[src/design/tsd_pkg.sv]
package tsd_pkg;
  localparam int unsigned PacketBytes = 188;
  localparam logic [7:0] SyncByte = 8'h47;
  localparam logic [7:0] StH264 = 8'h1B;
  localparam logic [7:0] StH265 = 8'h24;
  localparam logic [7:0] StAacA = 8'h0F;
  localparam logic [7:0] StAacB = 8'h11;
  localparam logic [7:0] StLpcm = 8'h80;
  localparam logic [7:0] LastPos = 8'(PacketBytes - 1);
  localparam logic [7:0] PktLen = 8'(PacketBytes);

  typedef enum logic [1:0] {
    CodecH264 = 2'd0,
    CodecH265 = 2'd1,
    CodecAac  = 2'd2,
    CodecLpcm = 2'd3
  } codec_e;

  typedef struct packed {
    logic       action;
    logic [7:0] data_byte;
    logic       packet_start;
  } in_item_t;

  typedef struct packed {
    logic       stream_sel;
    logic [7:0] payload_byte;
    logic       unit_start;
    logic [1:0] codec_code;
    logic       packet_last;
  } out_item_t;
endpackage

[src/design/tsd_front.sv]
// Front: packet parsing, table learning, PID routing. One byte per cycle while res_ready_i is high.
module tsd_front (
  input  logic               clk_i,
  input  logic               rst_ni,
  input  logic               in_valid_i,
  output logic               in_ready_o,
  input  tsd_pkg::in_item_t  in_data_i,
  output logic               res_valid_o,
  input  logic               res_ready_i,
  output tsd_pkg::out_item_t res_data_o
);
  import tsd_pkg::*;

  logic [7:0]  pos_q, pos_d;
  logic        ok_q, ok_d;
  logic [12:0] pid_q, pid_d;
  logic        us_q, us_d;
  logic [1:0]  ac_q, ac_d;
  logic [7:0]  poff_q, poff_d;
  logic [11:0] slen_q, slen_d;
  logic [39:0] ent_q, ent_d;
  logic [11:0] eend_q, eend_d;
  logic        done_q, done_d;
  logic [8:0]  sst_q, sst_d;
  logic        pmtv_q, pmtv_d, vidv_q, vidv_d, audv_q, audv_d;
  logic [12:0] pmt_q, pmt_d, vid_q, vid_d, aud_q, aud_d;
  logic        hevc_q, hevc_d, lpcm_q, lpcm_d, vst_q, vst_d, ast_q, ast_d;

  logic        acc;
  logic [7:0]  b, pos, k, plen;
  logic [8:0]  j, avail;
  logic [12:0] total, nxt;
  logic [39:0] ent_n;
  logic [11:0] slen_n;
  logic        is_pmt, emit, lst;
  out_item_t   res;

  assign in_ready_o  = res_ready_i;
  assign acc         = in_valid_i && in_ready_o;
  assign res_valid_o = acc && emit;
  assign res_data_o  = res;
  assign b           = in_data_i.data_byte;
  assign lst         = 1'b0;

  always_comb begin
    pos_d = pos_q; ok_d = ok_q; pid_d = pid_q; us_d = us_q; ac_d = ac_q;
    poff_d = poff_q; slen_d = slen_q; ent_d = ent_q; eend_d = eend_q;
    done_d = done_q; sst_d = sst_q;
    pmtv_d = pmtv_q; pmt_d = pmt_q; vidv_d = vidv_q; vid_d = vid_q;
    audv_d = audv_q; aud_d = aud_q; hevc_d = hevc_q; lpcm_d = lpcm_q;
    vst_d = vst_q; ast_d = ast_q;
    emit = 1'b0; res = '0; is_pmt = 1'b0;
    pos = (pos_q != 8'hFF) ? pos_q + 8'd1 : pos_q;
    k = pos - poff_q;
    plen = PktLen - poff_q;
    j = {1'b0, k} - sst_q;
    avail = {1'b0, plen} - sst_q;
    ent_n = {ent_q[31:0], b};
    slen_n = (j == 9'd2) ? ent_n[11:0] : slen_q;
    total = 13'd3 + {1'b0, slen_n};
    if (total > {4'd0, avail}) total = {4'd0, avail};
    nxt = '0;
    if (in_data_i.action) begin
      vst_d = 1'b0; ast_d = 1'b0; ok_d = 1'b0;
    end else if (in_data_i.packet_start) begin
      pos_d = '0; ok_d = (b == SyncByte);
      pid_d = '0; us_d = 1'b0; ac_d = '0; poff_d = 8'hFF; slen_d = '0;
      ent_d = '0; eend_d = '0; done_d = 1'b0; sst_d = '0;
    end else begin
      pos_d = pos;
      if (!ok_q || pos >= PktLen) ok_d = 1'b0;
      else if (pos == 8'd1) begin
        us_d = b[6]; pid_d = {b[4:0], 8'd0};
      end else if (pos == 8'd2) pid_d = {pid_q[12:8], b};
      else if (pos == 8'd3) begin
        ac_d = b[5:4];
        if (!b[4]) ok_d = 1'b0;
        else poff_d = b[5] ? 8'hFF : 8'd4;
      end else if (pos == 8'd4 && ac_q[1]) begin
        if ({1'b0, b} + 9'd5 >= {1'b0, PktLen}) ok_d = 1'b0;
        else poff_d = b + 8'd5;
      end else if (pos >= poff_q) begin
        // PID 0 is always the PAT, even when the PMT PID is also 0
        is_pmt = pmtv_q && pid_q == pmt_q && pid_q != '0;
        if (pid_q == '0 || is_pmt) begin
          if (!done_q) begin
            if (k == 8'd0) begin
              if ({1'b0, b} + (is_pmt ? 9'd13 : 9'd9) > {1'b0, plen}) done_d = 1'b1;
              else sst_d = {1'b0, b} + 9'd1;
            end else if ({1'b0, k} >= sst_q) begin
              ent_d = ent_n; slen_d = slen_n;
              if (pid_q == '0) begin
                if (j >= 9'd8 && j[1:0] == 2'd3 && {4'd0, j} + 13'd5 <= total
                    && ent_n[31:16] != '0) begin
                  pmtv_d = 1'b1; pmt_d = ent_n[12:0]; done_d = 1'b1;
                end
              end else if (j == 9'd11) begin
                nxt = 13'd12 + {1'b0, ent_n[11:0]};
                eend_d = nxt[12] ? 12'hFFF : nxt[11:0];
              end else if (j >= 9'd12 && {4'd0, j} == {1'b0, eend_q} + 13'd4
                           && {1'b0, eend_q} + 13'd9 <= total) begin
                if ((ent_n[39:32] == StH264 || ent_n[39:32] == StH265) && !vidv_q) begin
                  vidv_d = 1'b1; vid_d = ent_n[28:16]; hevc_d = ent_n[39:32] == StH265;
                end else if ((ent_n[39:32] == StAacA || ent_n[39:32] == StAacB
                              || ent_n[39:32] == StLpcm) && !audv_q) begin
                  audv_d = 1'b1; aud_d = ent_n[28:16]; lpcm_d = ent_n[39:32] == StLpcm;
                end
                nxt = {1'b0, eend_q} + 13'd5 + {1'b0, ent_n[11:0]};
                eend_d = nxt[12] ? 12'hFFF : nxt[11:0];
              end
            end
          end
        end else if (vidv_q && pid_q == vid_q) begin
          emit = vst_q || (k == 8'd0 && us_q);
          vst_d = emit;
          res.stream_sel = 1'b0;
          res.codec_code = hevc_q ? CodecH265 : CodecH264;
        end else if (audv_q && pid_q == aud_q) begin
          emit = ast_q || (k == 8'd0 && us_q);
          ast_d = emit;
          res.stream_sel = 1'b1;
          res.codec_code = lpcm_q ? CodecLpcm : CodecAac;
        end
        res.payload_byte = b;
        res.unit_start = k == 8'd0 && us_q;
        res.packet_last = (pos == LastPos) | lst;
      end
    end
  end

  always_ff @(posedge clk_i or negedge rst_ni) begin
    if (!rst_ni) begin
      pos_q <= '0; ok_q <= 1'b0; pid_q <= '0; us_q <= 1'b0; ac_q <= '0;
      poff_q <= '0; slen_q <= '0; ent_q <= '0; eend_q <= '0; done_q <= 1'b0;
      sst_q <= '0; pmtv_q <= 1'b0; pmt_q <= '0; vidv_q <= 1'b0; vid_q <= '0;
      audv_q <= 1'b0; aud_q <= '0; hevc_q <= 1'b0; lpcm_q <= 1'b0;
      vst_q <= 1'b0; ast_q <= 1'b0;
    end else if (acc) begin
      pos_q <= pos_d; ok_q <= ok_d; pid_q <= pid_d; us_q <= us_d; ac_q <= ac_d;
      poff_q <= poff_d; slen_q <= slen_d; ent_q <= ent_d; eend_q <= eend_d;
      done_q <= done_d; sst_q <= sst_d; pmtv_q <= pmtv_d; pmt_q <= pmt_d;
      vidv_q <= vidv_d; vid_q <= vid_d; audv_q <= audv_d; aud_q <= aud_d;
      hevc_q <= hevc_d; lpcm_q <= lpcm_d; vst_q <= vst_d; ast_q <= ast_d;
    end
  end

`ifndef SYNTH
  a_ready: assert property (@(posedge clk_i) disable iff (!rst_ni)
    in_ready_o == res_ready_i) else $error("ready path");
  a_vid_sticky: assert property (@(posedge clk_i) disable iff (!rst_ni)
    $past(vidv_q) |-> vidv_q) else $error("video pid lost");
  a_aud_sticky: assert property (@(posedge clk_i) disable iff (!rst_ni)
    $past(audv_q) |-> audv_q) else $error("audio pid lost");
`endif
endmodule

[src/design/tsd_queue.sv]
// Two-entry result queue between parser and output port.
module tsd_queue (
  input  logic               clk_i,
  input  logic               rst_ni,
  input  logic               wr_valid_i,
  output logic               wr_ready_o,
  input  tsd_pkg::out_item_t wr_data_i,
  output logic               rd_valid_o,
  input  logic               rd_ready_i,
  output tsd_pkg::out_item_t rd_data_o
);
  import tsd_pkg::*;

  out_item_t  mem_q [2];
  logic       wp_q, rp_q;
  logic [1:0] cnt_q;
  logic       wr, rd;

  assign wr_ready_o = cnt_q != 2'd2;
  assign rd_valid_o = cnt_q != 2'd0;
  assign rd_data_o  = mem_q[rp_q];
  assign wr = wr_valid_i && wr_ready_o;
  assign rd = rd_valid_o && rd_ready_i;

  always_ff @(posedge clk_i) begin
    if (wr) mem_q[wp_q] <= wr_data_i;
  end

  always_ff @(posedge clk_i or negedge rst_ni) begin
    if (!rst_ni) begin
      wp_q <= 1'b0; rp_q <= 1'b0; cnt_q <= '0;
    end else begin
      if (wr) wp_q <= ~wp_q;
      if (rd) rp_q <= ~rp_q;
      cnt_q <= cnt_q + {1'b0, wr} - {1'b0, rd};
    end
  end

`ifndef SYNTH
  a_cnt: assert property (@(posedge clk_i) disable iff (!rst_ni)
    cnt_q != 2'd3) else $error("queue count");
  a_ptr: assert property (@(posedge clk_i) disable iff (!rst_ni)
    (cnt_q == 2'd0 || cnt_q == 2'd2) |-> wp_q == rp_q) else $error("queue ptr");
  a_full: assert property (@(posedge clk_i) disable iff (!rst_ni)
    cnt_q == 2'd2 && !rd |=> cnt_q == 2'd2) else $error("queue drop");
`endif
endmodule

[src/design/ts_packet_pid_demux.sv]
// Transport stream PID demultiplexer: one byte request per clock, and the result of an
// accepted byte appears in the next cycle at the earliest. The parser is a single stage
// that updates its counters in the accept cycle; a two-entry queue holds results so
// the input keeps flowing while the output is briefly stalled. Input stalls only when
// that queue is full. PAT and PMT are learned on the fly; video/audio payload bytes
// pass once a unit start has been seen on their PID; a reposition request clears that.
module ts_packet_pid_demux (
  input  logic               clk_i,
  input  logic               rst_ni,
  input  logic               in_valid_i,
  output logic               in_ready_o,
  input  tsd_pkg::in_item_t  in_data_i,
  output logic               out_valid_o,
  input  logic               out_ready_i,
  output tsd_pkg::out_item_t out_data_o
);
  import tsd_pkg::*;

  logic      res_valid, res_ready;
  out_item_t res_data;

  // front: parse and route
  tsd_front u_front (
    .clk_i, .rst_ni, .in_valid_i, .in_ready_o, .in_data_i,
    .res_valid_o(res_valid), .res_ready_i(res_ready), .res_data_o(res_data)
  );

  // back: result queue to output port
  tsd_queue u_queue (
    .clk_i, .rst_ni,
    .wr_valid_i(res_valid), .wr_ready_o(res_ready), .wr_data_i(res_data),
    .rd_valid_o(out_valid_o), .rd_ready_i(out_ready_i), .rd_data_o(out_data_o)
  );
endmodule

[config.mk]
export PLATFORM = sky130hd
export DESIGN_NAME = ts_packet_pid_demux
export DESIGN_NICKNAME = d
export VERILOG_FILES = /design/src/design/tsd_pkg.sv /design/src/design/tsd_front.sv /design/src/design/tsd_queue.sv /design/src/design/ts_packet_pid_demux.sv
export SDC_FILE = /design/constraint.sdc
export NUM_CORES = 1
export LEC_CHECK = 0
export BUFFER_PORTS_ARGS = -buffer_cell sky130_fd_sc_hd__buf_4
export CAP_MARGIN = 10
export CORE_MARGIN = 2
export CORE_UTILIZATION = 25
export CTS_CLUSTER_SIZE = 30
export DETAILED_ROUTE_END_ITERATION = 6
export HOLD_SLACK_MARGIN = 0.15
export SKIP_LAST_GASP = 1
export SLEW_MARGIN = 0
export SYNTH_ARGS = -nofsm -noshare
export SYNTH_HDL_FRONTEND = slang
export SYNTH_SLANG_ARGS = --single-unit
[constraint.sdc]
create_clock -name clk_i -period 9.61 [get_ports clk_i]
set_input_delay 0.961 -clock clk_i [delete_from_list [all_inputs] [get_ports clk_i]]
set_output_delay 0.961 -clock clk_i [all_outputs]
set_load 0.03 [all_outputs]
==> results.py <==
metrics = {
    "finish": {
        "drive_gt1_share_pct": 15.49,
        "final_cell_area_sq_mm": 0.01483,
        "nNetsFinal": 1516,
        "layout.cells.non_filler": 2087,
        "fin_util_pct": 29.02,
        "diodes": 0,
        "num-fill-cells": 5355,
        "syn2layout_area_growth_pct": 15.15,
        "regArea_sq_mm": 0.004424,
        "multiInputGateArea_sq_mm": 0.008118,
    },
    "route": {
        "wirelength_um": 37640,
        "vias": 10710,
        "drc_errors": 0,
        "drt-initial-drc-count": 978,
        "viasPerCell": 5.129,
        "wl_per_cell_um": 18.03,
        "first_pass_iters": 5,
        "ant_nets": 0,
    },
    "sta": {
        "fin_worst_skew_ps": 19.76,
        "fmax_mhz": 108.1,
        "drv_slew": 0,
        "fin_tns_setup_ps": 0,
        "hold_violations": 0,
        "max_slew_margin_pct": 21.82,
        "fin_crit_sh_pct": 96.29,
        "min_period_ps": 9254,
        "worst_pin_slew_ps": 1173,
        "setup_viol": 0,
    },
    "power_and_ir_drop": {
        "p_sw_share_pct": 46.56,
        "combPwrFrac_pct": 64.5,
        "ir_worst_vdd_mv": 0.2489,
        "p_leak_nw": 6.513,
        "clock_power_share_pct": 15.5,
        "seqPwrFrac_pct": 20.0,
        "p_switching_mw": 2.140,
        "internal_power_mw": 2.456,
        "p_per_area_mw_per_mm2": 310.0,
    },
    "synth": {
        "synth_compound_area_share_pct": 16.41,
        "synthXorXnorAreaFrac_pct": 9.874,
        "ys_seq_elements": 172,
        "synth-edff-count": 24,
        "syn_area_per_cell_sq_um": 9.384,
        "synth_area_sq_mm": 0.01287,
        "synth-async-reset-ratio_pct": 86.05,
        "yosys.area_share.simple_pct": 17.20,
        "yosys.area_share.adder_pct": 10.73,
        "ys_warn_count": 0,
        "yosysUniqueCellTypes": 100,
        "ys.flop_type": "dfrtp_1",
        "netlist_instances": 1372,
        "yosysSeqAreaShare_pct": 34.36,
        "synth_top_family_by_area": "simple AND/OR/NAND/NOR gates",
        "synthMuxAreaShare_pct": 6.880,
    },
    "hold_path": {
        "hp-start": "u_front.ent_q[5]$_DFFE_PN0P_",
        "min_path_type": "flop to flop",
        "whs_endpoint": "u_front.ent_q[5]$_DFFE_PN0P_",
        "whs_path_depth": 2,
    },
    "critical_path": {
        "cp_data_required_time_ps": 9940,
        "crit_type": "flop to flop",
        "crit_start": "u_front.pos_q[0]$_DFFE_PN0P_",
        "cpPeakStageDelay_ps": 530,
        "r2r_end": "u_front.vid_q[5]$_DFFE_PN0P_",
        "endpoint_kind": "flop",
        "r2r_start": "u_front.pos_q[0]$_DFFE_PN0P_",
        "crit_top_cell": "ha_1",
        "worstPathArrival_ps": 9580,
        "rrSetupSlack_ps": 360,
        "worst_r2r_path_depth": 44,
        "crit_path_top_delay_cell": "or4_1",
        "cp_max_fo": 8,
        "startpoint_type": "flop",
    },
    "placed_design": {
        "numPortBuffers": 28,
        "gp_congestion": 0.9502,
        "placed_cells": 2042,
        "hpwl_um": 27870,
        "placed_cell_area_sq_mm": 0.01387,
    },
    "global_routing": {
        "grt_overflow": 0,
        "grtUsageTotal_pct": 13.86,
        "grt_pass1_wl_um": 58870,
        "grt_antenna_before_repair": 0,
        "grt_max_degree": 82,
        "grt_pass1_vias": 10270,
    },
    "clocking": {
        "cts_made_buffers": 17,
        "root_buffer": "clkbuf_16",
        "cts-htree-levels": 4,
        "cts_tree": "done",
        "worstSkewPairLatency_ps": 450,
        "cts.clk_slew.worst_paths_ps": 70,
        "clockBufferDepth": 2,
        "numClockSinks": 172,
    },
    "floorplan": {
        "dieArea_sq_mm": 0.05333,
        "rows": 83,
        "top_level_ports": 29,
        "die_x_um": 230.9,
        "core_sq_mm": 0.05109,
        "start_util_pct": 25.20,
        "dieHeight_um": 230.9,
    },
    "status": {
        "status": "finished, final reports clean",
    },
    "job": {
        "drv_cap": 0,
    },
}
==> repair_timing <==
item,CTS,global route
gates resized for setup,2,50
hold buffers,0,0
cloned,0,1
buffers inserted,1,11
endpoints found under the setup margin,21,57
pin swaps,0,20
==> cell usage after synthesis, types with 5 or more instances <==
master	instances	area share, %
buf_4	5	0.29
ha_1	104	10
a211oi_1	8	0.47
xnor2_1	92	6.3
dfrtp_1	148	29
nand3_1	46	1.8
nor4_1	21	1.0
mux2_1	9	0.79
and2_1	16	0.78
a21oi_1	48	1.9
or2_2	5	0.24
nor2_1	84	2.4
or4_1	7	0.41
nor3_1	19	0.74
xor2_1	46	3.1
o211ai_1	5	0.29
buf_1	8	0.23
mux2_2	43	3.8
o31ai_1	12	0.70
clkbuf_1	46	1.3
nor3b_1	6	0.35
nand2_1	100	2.9
nand2b_1	20	0.97
o21bai_1	5	0.29
or3_1	6	0.29
and3_1	12	0.58
o21a_1	12	0.70
a31oi_1	13	0.63
a21o_1	14	0.82
mux2_4	8	0.93
mux2i_1	18	1.4
nor2b_1	14	0.68
nand4_1	32	1.6
buf_2	13	0.51
edfxtp_1	24	5.6
inv_1	69	2.0
o22ai_1	21	1.0
a22o_1	33	2.2
o2bb2ai_1	7	0.48
and4_1	5	0.34
o21ai_0	88	3.4
==> layout by cell type (no fill, tap or decap), types with 14 or more instances in the layout <==
cell       instances
and2_1            16
inv_1             68
a21oi_1           44
nand2_1          100
nand2b_1          20
nor2_1            83
edfxtp_1          24
xor2_1            45
a22o_1            33
a21o_1            14
nor3_1            19
clkbuf_16         19
mux2_2            42
nor2b_1           14
nor4_1            20
ha_1             100
nand4_1           32
dfrtp_1          148
o21ai_0           85
nand3_1           46
buf_4             68
xnor2_1           90
o22ai_1           21
==> power groups by stage <==
stage | sequential (mW) | combinational [mW] | clock [mW]
global placement | 0.932 | 2.80 | 0
detailed placement | 0.934 | 2.82 | 0
floorplan | 0.864 | 2.11 | 0
global route | 0.931 | 3.26 | 0.753
CTS | 0.920 | 2.84 | 0.724
finish | 0.921 | 2.96 | 0.712
==> worst max path at each step <==
stage                     slack, ps  cells after the start                       endpoint
final                           360                     44   u_front.vid_q[5]$_DFFE_PN0P_
after global routing           -140                     44  u_front.vid_q[12]$_DFFE_PN0P_
after CTS                        30                     44   u_front.vid_q[5]$_DFFE_PN0P_
after detailed placement       -170                     42  u_front.vid_q[11]$_DFFE_PN0P_
after global placement          170                     42   u_front.vid_q[9]$_DFFE_PN0P_
after floorplan                 580                     45  u_front.vid_q[10]$_DFFE_PN0P_
==> logic make-up after synthesis <==
kind of cell,count (synthesis)
buffers and inverters,143
xor gates and xnor gates,141
adders and majority gates,108
DFF,172
other,1
AOI/OAI and AO/OA,311
and+or+nand+nor,418
muxes,78
==> metal layers <==
metal	track usage, %	vias to the layer above	part of all wire (%)
li1	-	5014	-
met2	21.88	367	46
met1	19.63	5273	47
met5	0	-	0
met4	3.589	0	1.8
met3	2.174	51	5.8
==> critical path, delay by kind of cell, from the launching register on <==
kind / cells / cell delay (ps)
mux: 3 / 730
flops: 1 / 380
xor+xnor: 3 / 320
buf+inv: 4 / 720
compound gates: 8 / 1090
fa+ha+maj: 6 / 1750
simple gates: 20 / 4100
==> cell type report <==
type                       count  area share [%]
clock buffer                  22           3.486
clock inverter                10          0.6836
inverter                      69           1.747
multi-input combinational   1062           54.76
sequential                   172           29.84
tap                          680           5.739
timing repair buffer          72           3.747
==> flip-flops by register name, summed over array words and instances, names as in the netlist, 2 cells and up <==
name            cells
u_front.pos_q       8
u_front.poff_q      8
u_front.ent_q      32
u_queue.mem_q      24
u_front.pmt_q      13
u_front.eend_q     12
u_queue.cnt_q       2
u_front.slen_q     12
u_front.vid_q      13
u_front.pid_q      13
u_front.aud_q      13
u_front.sst_q       9
==> per-stage QoR <==
| stage | hold WS [ps] | power, mW | setup WS, ps |
|---|---|---|---|
| 6_report | 487.3 | 4.596 | 356.4 |
| 5_1_grt | 512.6 | 4.949 | -143.6 |
| 4_1_cts | 488.7 | 4.489 | 34.70 |
| 3_5_place_dp | 473.8 | 3.753 | -172.5 |
| 3_3_place_gp | 455.9 | 3.731 | 166.0 |
| 2_1_floorplan | 434.6 | 2.969 | 579.1 |
(Power assumes the default switching activity.)
